$ cat config.mk
export PLATFORM = sky130hd
export DESIGN_NAME = bmx_ram
export DESIGN_NICKNAME = d
export VERILOG_FILES = /design/src/rtl/bmx_ram.sv
export SDC_FILE = /design/constraint.sdc
export NUM_CORES = 1
export LEC_CHECK = 0
export ABC_AREA = 0
export BUFFER_PORTS_ARGS = -buffer_cell sky130_fd_sc_hd__buf_2
export CAP_MARGIN = 10
export CORE_UTILIZATION = 50
export CTS_BUF_LIST = sky130_fd_sc_hd__clkbuf_8
export DETAILED_ROUTE_END_ITERATION = 12
export HOLD_SLACK_MARGIN = 0.08
export PLACE_DENSITY = 0.68
export SYNTH_ARGS = -nofsm -noshare
export SYNTH_HDL_FRONTEND = slang
export SYNTH_SLANG_ARGS = --single-unit
$ cat constraint.sdc
create_clock -name clk_i -period 2.2 [get_ports clk_i]
set_input_delay 0.55 -clock clk_i [delete_from_list [all_inputs] [get_ports clk_i]]
set_output_delay 0.55 -clock clk_i [all_outputs]
set_load 0.01 [all_outputs]
$ cat src/rtl/bmx_ram.sv
`timescale 1ns / 1ps
// ----------------------------------------------------------------------------
// bmx_ram
// Generic single-write, single-read RAM with registered read data.
// ----------------------------------------------------------------------------
module bmx_ram #(
  parameter int unsigned WIDTH = 8,
  parameter int unsigned DEPTH = 64,
  localparam int unsigned AW   = $clog2(DEPTH)
) (
  input  logic             clk_i,
  input  logic             we_i,
  input  logic [AW-1:0]    waddr_i,
  input  logic [WIDTH-1:0] wdata_i,
  input  logic [AW-1:0]    raddr_i,
  output logic [WIDTH-1:0] rdata_o
);

  logic [WIDTH-1:0] mem_q [DEPTH];
  logic [WIDTH-1:0] rdata_q;

  always_ff @(posedge clk_i) begin
    if (we_i) begin
      mem_q[waddr_i] <= wdata_i;
    end
    rdata_q <= mem_q[raddr_i];
  end

  assign rdata_o = rdata_q;

endmodule

==> metrics <==
Reg clk slew, reported paths=60 ps; number of global-route vias before repair=10,700; area of the core=~40,000 sq um; mux cell area share after synthesis=0.159; Clock Latency Late Sink=between 600 and 700 ps; die width=approximately 200 um; cell taking the most area after synthesis=edfxtp_1; maxcap violations=0; TritonCTS clock tree=done; post-synthesis adder-cell area fraction=0; Synth Register Bits=520; crit path max fanout=27; Post-Syn Area=20,200 sq um; hold_buf cts=0; top-area cell type share of the netlist area=0.762; Distinct cells, synth=40; WP data arrival=2660 ps; first-pass GRT wire length=66,400 um; sequential-to-total area share from yosys stat=0.770; Mapped Nets=962; dominant synthesized flop cell=edfxtp_1; Via density=~5.8; final setup TNS=0 ps; Final Hold Fails=0; initial antenna violation count=5; pin count of the biggest net entering global routing=65; Pwr Total=a little under 0.02 W; GRT overflow=0; final period utilization=0.981; Synth Area in XOR/XNOR=0; status=complete, no violations; Slew headroom=0.167; Required @ worst endpoint=2700 ps; Startpoint Class=input port; worst hold slack=324 ps; drc violations=0; Synth Area in Compound Gates=0.0207; register area=15,500 sq um; Post-synth ARST share=0; highest clock rate=roughly 460 MHz; Synth Warn #=0; Multi-input gate area=4320 sq um; PortBufs=29; Final Util=0.592; syn avg cell area=21.5 sq um; Max VDD drop=approximately 0.54 mV; Lkg Pwr=7.78 nW; CTS Buf Count=83; fin. max-slew vios=0; critical path class=input port to flop; PD cells=833 nW/um^2; final wirelength=roughly 45,000 um; io pins=30; DP HPWL=between 20,000 and 30,000 um; # fillers=approximately 2,900; Max clock buf depth=3; layout cell share with drive strength beyond 1=0.354; Post-CTS Setup Bufs=0; fin crit period=2160 ps; drt wl/cell=25.7 um; Clock Skew=20.8 ps; CP Capture Type=flop; Layout area overhead=16.6%; H-tree depth=3; # rows=73; Nets=about 1,200; DR vias=10,200; Final GP Congestion=0.844; largest family of logic cells by synthesized area=multiplexers; 1st-iter DRT viols=768; die area=41,100 sq um; Gate Count Post-Synth=940; Initial Util=0.508; number of enable flip-flop cells after synthesis=a little over 500; First-pass DRT Iterations=6; Root Buffer=clkbuf_8; Synth Area in Simple Gates=0.0339; die height=203 um; GR Util All Layers=0.227; most area-consuming cells after synthesis=edfxtp_1 76%, mux4_2 14%, nor2_1 1.5%; CTS Sinks=520; worst hold path class=input port to flop; final setup violation count=0; unrepaired setup endpoints after global routing=false; Worst-Margin Slew=1250 ps; antenna viol nets, final=0
[repair_timing]
action | in CTS | in global routing
resized for setup | 0 | 1
endpoints found under the setup margin | 0 | 1
hold endpoints to repair | 0 | 0
[placed cells by master, fill, tap and decap left out, types with 13 or more instances in the layout]
cell type	synthesis	final
nor2_1	83	83
nand3_1	13	13
mux2_2	13	13
buf_4	13	150
inv_1	0	25
mux4_2	126	126
nand2_1	19	19
clkinv_1	0	20
nor2b_1	14	14
edfxtp_1	512	512
mux2i_1	23	23
clkbuf_8	0	85
buf_2	11	26
[sequential cells by signal (all words and copies together) (netlist names)]
signal / flops
rdata_o: 8
mem_q: 512
[power by group]
part | internal [W] | switching [W] | total, W | leakage (nW)
clock network | 0.00380 | 0.00366 | 0.00746 | 0.849
logic | 0.000482 | 0.000638 | 0.00112 | 2.26
registers | 0.0110 | 0.0000469 | 0.0110 | 4.67
total | 0.0153 | 0.00435 | 0.0196 | 7.78
[worst max-delay path, cell delays in order]
cell and delay (ps):
buf_4 220, buf_12 270, buf_4 180, buf_4 120, mux4_2 280, a2111oi_1 730, buf_4 220, o41ai_1 60
[path summary, 6_finish.rpt]
path                startpoint  slack [ps]      endpoint  cells past startpoint
hold / removal      wdata_i[3]         320  mem_q[16][3]                      1
setup reg to reg   mem_q[3][5]          70    rdata_o[5]                      5
setup / recovery    raddr_i[1]          40    rdata_o[5]                      8
hold reg to reg   mem_q[30][4]         860    rdata_o[4]                      3
[cells in the mapped netlist (4+ instances only)]
master and instances:
a211oi_1 4, a221oi_1 6, buf_1 4, buf_2 11, buf_4 13, buf_6 4, clkbuf_1 17, dfxtp_1 8
edfxtp_1 512, mux2_2 13, mux2i_1 23, mux4_2 126, nand2_1 19, nand2b_1 7, nand3_1 13, nor2_1 83
nor2b_1 14, nor3_1 7, o221ai_1 8, o22ai_1 8
[cell type report]
type,count,area share
Multi-Input combinational cell,369,0.184
Clock inverter,65,0.0143
Tap cell,525,0.0279
Sequential cell,520,0.661
Timing Repair Buffer,189,0.0642
Clock buffer,84,0.0492
Antenna cell,3,0.000319
[logic make-up (layout without fill, tap and decap cells)]
family / Yosys count / after routing
other: 0 / 3
AND/OR/NAND/NOR: 153 / 153
buffers and inverters: 51 / 338
AO/OA/AOI/OAI: 54 / 54
flip-flops: 520 / 520
multiplexers: 162 / 162
[metal layers]
layer | global-route usage | wire length, um | vias to the layer above | part of all wire
met4 | 0.106 | 1910 | 4 | 0.042
li1 | - | - | 4395 | -
met2 | 0.350 | 21300 | 410 | 0.47
met1 | 0.304 | 18300 | 5246 | 0.40
met5 | 0 | 30 | - | 0.00067
met3 | 0.0616 | 3590 | 100 | 0.080
[metrics by stage]
step,setup WS [ps],std cells,area (sq um)
after CTS,10.5,1751,23500
final,42.4,1755,23500
after global placement,-568,1602,22000
after floorplan,10.0,940,20200
after global routing,65.9,1752,23500
after detailed placement,-637,1602,22000
(Power assumes the default switching activity.)
