`src/rtl/bmx_pkg.sv`:
```
`timescale 1ns / 1ps
// ----------------------------------------------------------------------------
// bmx_pkg
// Shared constants and types for the binary trie maximum-XOR unit.
// ----------------------------------------------------------------------------
package bmx_pkg;

  // Default key width and node pool size.
  localparam int unsigned KEY_BITS_DEF   = 31;
  localparam int unsigned NODE_COUNT_DEF = 8192;

  // Node 0 is the "no child" code, node 1 is the root, allocation starts at 2.
  localparam int unsigned ROOT_NODE  = 1;
  localparam int unsigned FIRST_FREE = 2;

  // Status from the trie walker to the output stage.
  typedef struct packed {
    logic done;
    logic pool_full;
  } bmx_status_t;

endpackage

```
`src/rtl/bmx_walker.sv`:
```
`timescale 1ns / 1ps
// ----------------------------------------------------------------------------
// bmx_walker
// Sequencer that clears the node RAM, then for each key walks the trie once
// to insert it and once more to find the maximum XOR, one level per cycle.
// ----------------------------------------------------------------------------
module bmx_walker import bmx_pkg::*; #(
  parameter int unsigned KEY_BITS   = KEY_BITS_DEF,
  parameter int unsigned NODE_COUNT = NODE_COUNT_DEF,
  localparam int unsigned NW        = $clog2(NODE_COUNT),
  localparam int unsigned LW        = $clog2(KEY_BITS)
) (
  input  logic                clk_i,
  input  logic                rst_ni,
  input  logic                key_valid_i,
  output logic                key_ready_o,
  input  logic [KEY_BITS-1:0] key_i,
  input  logic                take_i,
  output bmx_status_t         status_o,
  output logic [KEY_BITS-1:0] best_xor_o,
  output logic                ram_we_o,
  output logic [NW-1:0]       ram_waddr_o,
  output logic [2*NW-1:0]     ram_wdata_o,
  output logic [NW-1:0]       ram_raddr_o,
  input  logic [2*NW-1:0]     ram_rdata_i
);

  typedef enum logic [4:0] {
    ST_CLEAR  = 5'b00001,
    ST_IDLE   = 5'b00010,
    ST_INSERT = 5'b00100,
    ST_QUERY  = 5'b01000,
    ST_DONE   = 5'b10000
  } walk_state_e;

  localparam logic [NW-1:0] ROOT       = NW'(ROOT_NODE);
  localparam logic [NW-1:0] LAST_ENTRY = NW'(NODE_COUNT - 1);
  localparam logic [NW:0]   POOL_END   = (NW+1)'(NODE_COUNT);
  localparam logic [LW-1:0] TOP_LEVEL  = LW'(KEY_BITS - 1);

  walk_state_e         state_q, state_d;
  logic [NW-1:0]       clr_q, clr_d;
  logic [KEY_BITS-1:0] key_q, key_d;
  logic [NW-1:0]       node_q, node_d;
  logic [LW-1:0]       level_q, level_d;
  logic [NW:0]         free_q, free_d;
  logic                full_q, full_d;
  logic [KEY_BITS-1:0] result_q, result_d;

  logic [NW-1:0] zero_c, one_c, same_c, other_c, nxt;
  logic          key_bit, go, adv;

  assign zero_c  = ram_rdata_i[NW-1:0];
  assign one_c   = ram_rdata_i[2*NW-1:NW];
  assign key_bit = key_q[level_q];
  assign same_c  = key_bit ? one_c : zero_c;
  assign other_c = key_bit ? zero_c : one_c;

  always_comb begin
    state_d     = state_q;
    clr_d       = clr_q;
    key_d       = key_q;
    node_d      = node_q;
    level_d     = level_q;
    free_d      = free_q;
    full_d      = full_q;
    result_d    = result_q;
    nxt         = '0;
    go          = 1'b0;
    adv         = 1'b0;
    ram_we_o    = 1'b0;
    ram_waddr_o = node_q;
    ram_wdata_o = key_bit ? {free_q[NW-1:0], zero_c} : {one_c, free_q[NW-1:0]};
    ram_raddr_o = ROOT;

    unique case (state_q)
      ST_CLEAR: begin
        ram_we_o    = 1'b1;
        ram_waddr_o = clr_q;
        ram_wdata_o = '0;
        clr_d       = clr_q + NW'(1);
        if (clr_q == LAST_ENTRY) begin
          state_d = ST_IDLE;
        end
      end
      ST_IDLE: begin
        // The root read goes out in the accept cycle.
        if (key_valid_i) begin
          key_d   = key_i;
          node_d  = ROOT;
          level_d = TOP_LEVEL;
          full_d  = 1'b0;
          state_d = ST_INSERT;
        end
      end
      ST_INSERT: begin
        if (same_c != '0) begin
          nxt = same_c;
          go  = 1'b1;
        end else if (free_q >= POOL_END) begin
          full_d = 1'b1;
        end else begin
          ram_we_o = 1'b1;
          nxt      = free_q[NW-1:0];
          free_d   = free_q + (NW+1)'(1);
          go       = 1'b1;
        end
        if (go && level_q != '0) begin
          node_d      = nxt;
          level_d     = level_q - LW'(1);
          ram_raddr_o = nxt;
        end else begin
          // Insert finished or stopped on a full pool: start the query at the root.
          node_d   = ROOT;
          level_d  = TOP_LEVEL;
          result_d = '0;
          state_d  = ST_QUERY;
        end
      end
      ST_QUERY: begin
        if (other_c != '0) begin
          node_d            = other_c;
          result_d[level_q] = 1'b1;
          adv               = 1'b1;
        end else if (same_c != '0) begin
          node_d = same_c;
          adv    = 1'b1;
        end
        ram_raddr_o = node_d;
        if (!adv || level_q == '0) begin
          state_d = ST_DONE;
        end else begin
          level_d = level_q - LW'(1);
        end
      end
      ST_DONE: begin
        if (take_i) begin
          state_d = ST_IDLE;
        end
      end
      default: begin
        state_d = ST_IDLE;
      end
    endcase
  end

  always_ff @(posedge clk_i or negedge rst_ni) begin
    if (!rst_ni) begin
      state_q <= ST_CLEAR;
      clr_q   <= '0;
      free_q  <= (NW+1)'(FIRST_FREE);
      full_q  <= 1'b0;
    end else begin
      state_q <= state_d;
      clr_q   <= clr_d;
      free_q  <= free_d;
      full_q  <= full_d;
    end
  end

  always_ff @(posedge clk_i) begin
    key_q    <= key_d;
    node_q   <= node_d;
    level_q  <= level_d;
    result_q <= result_d;
  end

  assign key_ready_o        = (state_q == ST_IDLE);
  assign status_o.done      = (state_q == ST_DONE);
  assign status_o.pool_full = full_q;
  assign best_xor_o         = result_q;

endmodule

```
`config.mk`:
```
export PLATFORM = sky130hd
export DESIGN_NAME = bmx_walker
export DESIGN_NICKNAME = d
export VERILOG_FILES = /design/src/rtl/bmx_pkg.sv /design/src/rtl/bmx_walker.sv
export SDC_FILE = /design/constraint.sdc
export NUM_CORES = 1
export LEC_CHECK = 0
export BUFFER_PORTS_ARGS = -buffer_cell sky130_fd_sc_hd__buf_2
export CAP_MARGIN = 20
export CORE_AREA = 2 2 127 129
export CTS_CLUSTER_SIZE = 20
export DETAILED_ROUTE_END_ITERATION = 16
export DIE_AREA = 0 0 129 131
export PLACE_DENSITY = 0.66
export SKIP_LAST_GASP = 1
export SYNTH_ARGS = -nofsm -noshare
export SYNTH_HDL_FRONTEND = slang
export SYNTH_SLANG_ARGS = --single-unit
```
`constraint.sdc`:
```
create_clock -name clk_i -period 7.59 [get_ports clk_i]
set_clock_uncertainty 0.1 [all_clocks]
set_input_delay 1.1385 -clock clk_i [delete_from_list [all_inputs] [get_ports clk_i]]
set_output_delay 1.1385 -clock clk_i [all_outputs]
set_load 0.01 [all_outputs]
```
==> flow_summary.rst <==
.. list-table::
   :header-rows: 1

   * - Metric
     - Value
   * - Antenna violations before repair
     - 0
   * - Register bit total from synthesis
     - 113
   * - Avg Cell Area, Syn
     - 11.0 um2
   * - TritonCTS clock tree
     - built
   * - R2r setup slk
     - 3.06 ns
   * - Data required time at the worst endpoint
     - 6.35 ns
   * - Die Span Y
     - 131 um
   * - Initial DRT Pass Iterations
     - 5
   * - Total of warnings raised by yosys
     - 0
   * - Share of flip-flops with an asynchronous set or reset
     - 29.2%
   * - Multi-input gate area
     - 0.00266 mm2
   * - Arrival @ worst endpoint
     - 4.37 ns
   * - Remaining number of nets flagged by the antenna check after routing
     - 0
   * - Count of vias placed by the detailed router
     - 4938
   * - Setup violations, final
     - 0
   * - Library cell with the highest instance count after synthesis
     - sky130_fd_sc_hd__edfxtp_1
   * - Global-route wire length before repair
     - 26400 um
   * - Routed wire length per instance
     - 18.5 um
   * - Effective utilization at floorplan
     - 39.2%
   * - Area share of the largest cell type after synthesis
     - 39.2%
   * - Pin slew with the least headroom to its limit
     - 0.998 ns
   * - Library cell occupying the most area in the post-synthesis netlist
     - sky130_fd_sc_hd__edfxtp_1
   * - Crit start category
     - flip-flop
   * - Count of buffers from port buffering
     - 147
   * - Ranking of synthesized cells by area
     - sky130_fd_sc_hd__edfxtp_1 (39%), sky130_fd_sc_hd__dfrtp_1 (13%), sky130_fd_sc_hd__mux2i_1 (6.9%)
   * - Standard-cell rows
     - 46
   * - Diodes inserted
     - 0
   * - Clock latency on the worst-skew pair
     - 0.42 ns
   * - Die X-Extent
     - 129 um
   * - Min Tclk post-route
     - 5.61 ns
   * - Final WS setup
     - 1.98 ns
   * - Post-detail-place hpwl
     - 12300 um
   * - Max clock buf depth
     - 2
   * - Predominant post-synthesis flop cell
     - sky130_fd_sc_hd__edfxtp_1
   * - Total of fill cells in the finished design
     - 1453
   * - CP delay by family, top
     - multiplexers
   * - Clock Sinks
     - 113
   * - Setup repair after global routing missed its margin
     - no
   * - Final core utilization
     - 48.4%
   * - Ratio of cells with drive above 1 in the final layout
     - 31.6%
   * - Slew Limit Fails
     - 0
   * - Via count of the first global-routing pass
     - 4834
   * - Routability congestion estimate
     - 0.914
   * - Post-synthesis cell type count
     - 58
   * - Post-place setup slack
     - 2.35 ns
   * - Maximum number of pins on one net before global-route repair
     - 51
   * - Count of cells along the worst hold path
     - 2
   * - Sequential element share of the synthesized area
     - 52.8%
   * - Drt first-iter violations
     - 273
   * - Gates resized, CTS repair
     - 0
   * - Net Count, Synth
     - 624
   * - Post-Syn Area
     - 0.00612 mm2
   * - Hold-fix buffers, CTS
     - 0
   * - Maximum fanout count along the critical path
     - 29
   * - Critical path cell sequence
     - mux4_2 -> nand4_1 -> o31ai_1 -> nor4_4 -> buf_4 -> mux2_2 -> a2bb2oi_2 -> o211ai_1 -> buf_2
   * - Hold Violations, Final
     - 0
   * - Path depth of the worst reg2reg path
     - 9
   * - Core footprint
     - 0.0156 mm2
   * - Fin crit share
     - 73.9%
   * - Total buffers and inverters traversed by the critical path
     - 2
   * - Total number of H-tree levels
     - 4
   * - Number of remaining DRC errors
     - 0
   * - Global route total overflow
     - 0
   * - Floorplan die area
     - 0.0169 mm2
   * - Post-CTS Setup Inserts
     - 0
   * - Clock root buffer
     - sky130_fd_sc_hd__clkbuf_16
   * - Total Nets Final
     - 759
   * - Routed wire length
     - 17000 um
   * - Top Ports
     - 148
   * - Worst hold-check path type
     - flip-flop to flip-flop
   * - Post-Route Setup TNS
     - 0 ns
   * - Average vias per placed instance
     - 5.37
   * - Ratio of total power to cell area
     - 319 mW/mm2
   * - Clock slew at the register clock pins of the worst setup and hold paths
     - 0.06 ns
   * - Top cells by count, synth
     - sky130_fd_sc_hd__edfxtp_1 (80), sky130_fd_sc_hd__nor2_1 (74), sky130_fd_sc_hd__a21oi_1 (48), sky130_fd_sc_hd__nand2_1 (45), sky130_fd_sc_hd__mux2i_1 (42)
   * - Max VDD drop
     - 0.200 mV
   * - Max incr delay on CP
     - 0.93 ns
   * - Maximum clock frequency
     - 178 MHz
   * - Layout area overhead
     - 23.4%
   * - Run status
     - finished, final reports clean
   * - EDFF count, synth
     - 80
   * - Kind of capture point of the worst setup path
     - output port
   * - Critical path depth
     - 9
   * - Sequential cell area in the final layout
     - 0.00323 mm2
   * - CTS Buf Count
     - 17
   * - Slowest cell on crit path
     - sky130_fd_sc_hd__edfxtp_1
   * - Global-route usage over all layers
     - 20.6%
   * - Leakage
     - 3.25 nW
   * - Classification of the worst setup path
     - flip-flop to output port
   * - Number of cells produced by synthesis
     - 556
   * - Max capacitance violation total
     - 0
   * - Rel. slew slack
     - 33.4%
==> cell type report <==
class	count	share of cell area, %
Sequential cell	113	42.8
Multi-Input combinational cell	395	35.2
Timing Repair Buffer	153	10.4
Clock buffer	19	5.73
Tap cell	216	3.58
Clock inverter	12	1.77
Inverter	11	0.546
==> worst min-delay path, delay by kind of cell (launching register included) <==
kind             cells  cell delay (ns)
flip-flops           1             0.34
AND/OR/NAND/NOR      1             0.06
AO/OA/AOI/OAI        1             0.06
==> report_power, final <==
part,switching (mW),leakage [nW],total (mW),internal (mW)
clock network,0.294,0.264,0.775,0.481
registers,0.0850,1.20,0.901,0.816
logic,0.431,1.79,0.731,0.299
==> flip-flops by register name (all words and copies together) (netlist names) <==
| name | count |
|---|---|
| best_xor_o | 31 |
| clr_q | 13 |
| free_q | 14 |
| full_q | 1 |
| key_q | 31 |
| level_q | 5 |
| node_q | 13 |
| state_q | 5 |
==> through the flow <==
stage / total power [mW] / hold WS, ns / area [um2] / instances
finish: 2.41 / 0.399 / 7560 / 919
global route: 2.53 / 0.409 / 7560 / 919
CTS: 2.42 / 0.401 / 7530 / 917
detailed placement: 1.64 / 0.383 / 6970 / 886
global placement: 1.63 / 0.376 / 6970 / 886
floorplan: 1.39 / 0.350 / 6120 / 556
==> kinds of logic after synthesis <==
logic type / share of synthesized area, %
buffers and inverters: 4.07
adders and majority gates: 1.43
DFF: 52.8
xor gates and xnor gates: 3.72
and+or+nand+nor: 15.5
AOI/OAI and AO/OA: 10.7
muxes: 11.9
==> cells in the final DEF (no fill, tap or decap), types with 3 or more instances in the layout <==
cell type and instances:
sky130_fd_sc_hd__a21o_1 6, sky130_fd_sc_hd__a21oi_1 48, sky130_fd_sc_hd__a221oi_2 4, sky130_fd_sc_hd__and2_1 6
sky130_fd_sc_hd__and3_1 6, sky130_fd_sc_hd__buf_2 147, sky130_fd_sc_hd__buf_4 5, sky130_fd_sc_hd__clkbuf_16 17
sky130_fd_sc_hd__clkinvlp_4 4, sky130_fd_sc_hd__dfrtp_1 31, sky130_fd_sc_hd__edfxtp_1 80, sky130_fd_sc_hd__ha_1 7
sky130_fd_sc_hd__inv_1 11, sky130_fd_sc_hd__inv_6 3, sky130_fd_sc_hd__mux2_2 22, sky130_fd_sc_hd__mux2i_1 42
sky130_fd_sc_hd__nand2_1 45, sky130_fd_sc_hd__nand2b_1 6, sky130_fd_sc_hd__nand3_1 11, sky130_fd_sc_hd__nand3b_1 6
sky130_fd_sc_hd__nand4_1 6, sky130_fd_sc_hd__nor2_1 74, sky130_fd_sc_hd__nor3_1 15, sky130_fd_sc_hd__nor4_1 4
sky130_fd_sc_hd__o211ai_1 7, sky130_fd_sc_hd__o21a_1 3, sky130_fd_sc_hd__o21ai_0 3, sky130_fd_sc_hd__o22ai_1 7
sky130_fd_sc_hd__o31ai_1 4, sky130_fd_sc_hd__xnor2_1 13, sky130_fd_sc_hd__xor2_1 13
==> final timing paths <==
| check | startpoint | endpoint |
|---|---|---|
| max | level_q[0] | ram_raddr_o[10] |
| min | full_q | full_q |
| max reg2reg | level_q[0] | best_xor_o[16] |
| min reg2reg | full_q | full_q |
| max in group asynchronous | rst_ni | free_q[8] |
| min in group asynchronous | rst_ni | clr_q[11] |
==> per-layer routing <==
layer | vias up | wire (um) | GRT usage (%)
met5 | - | 0 | 0
met4 | 0 | 423 | 7.61
met3 | 37 | 1370 | 6.19
met2 | 222 | 8130 | 34.5
met1 | 2387 | 7080 | 25.3
li1 | 2292 | - | -
Power figures use the tool's default switching activity.
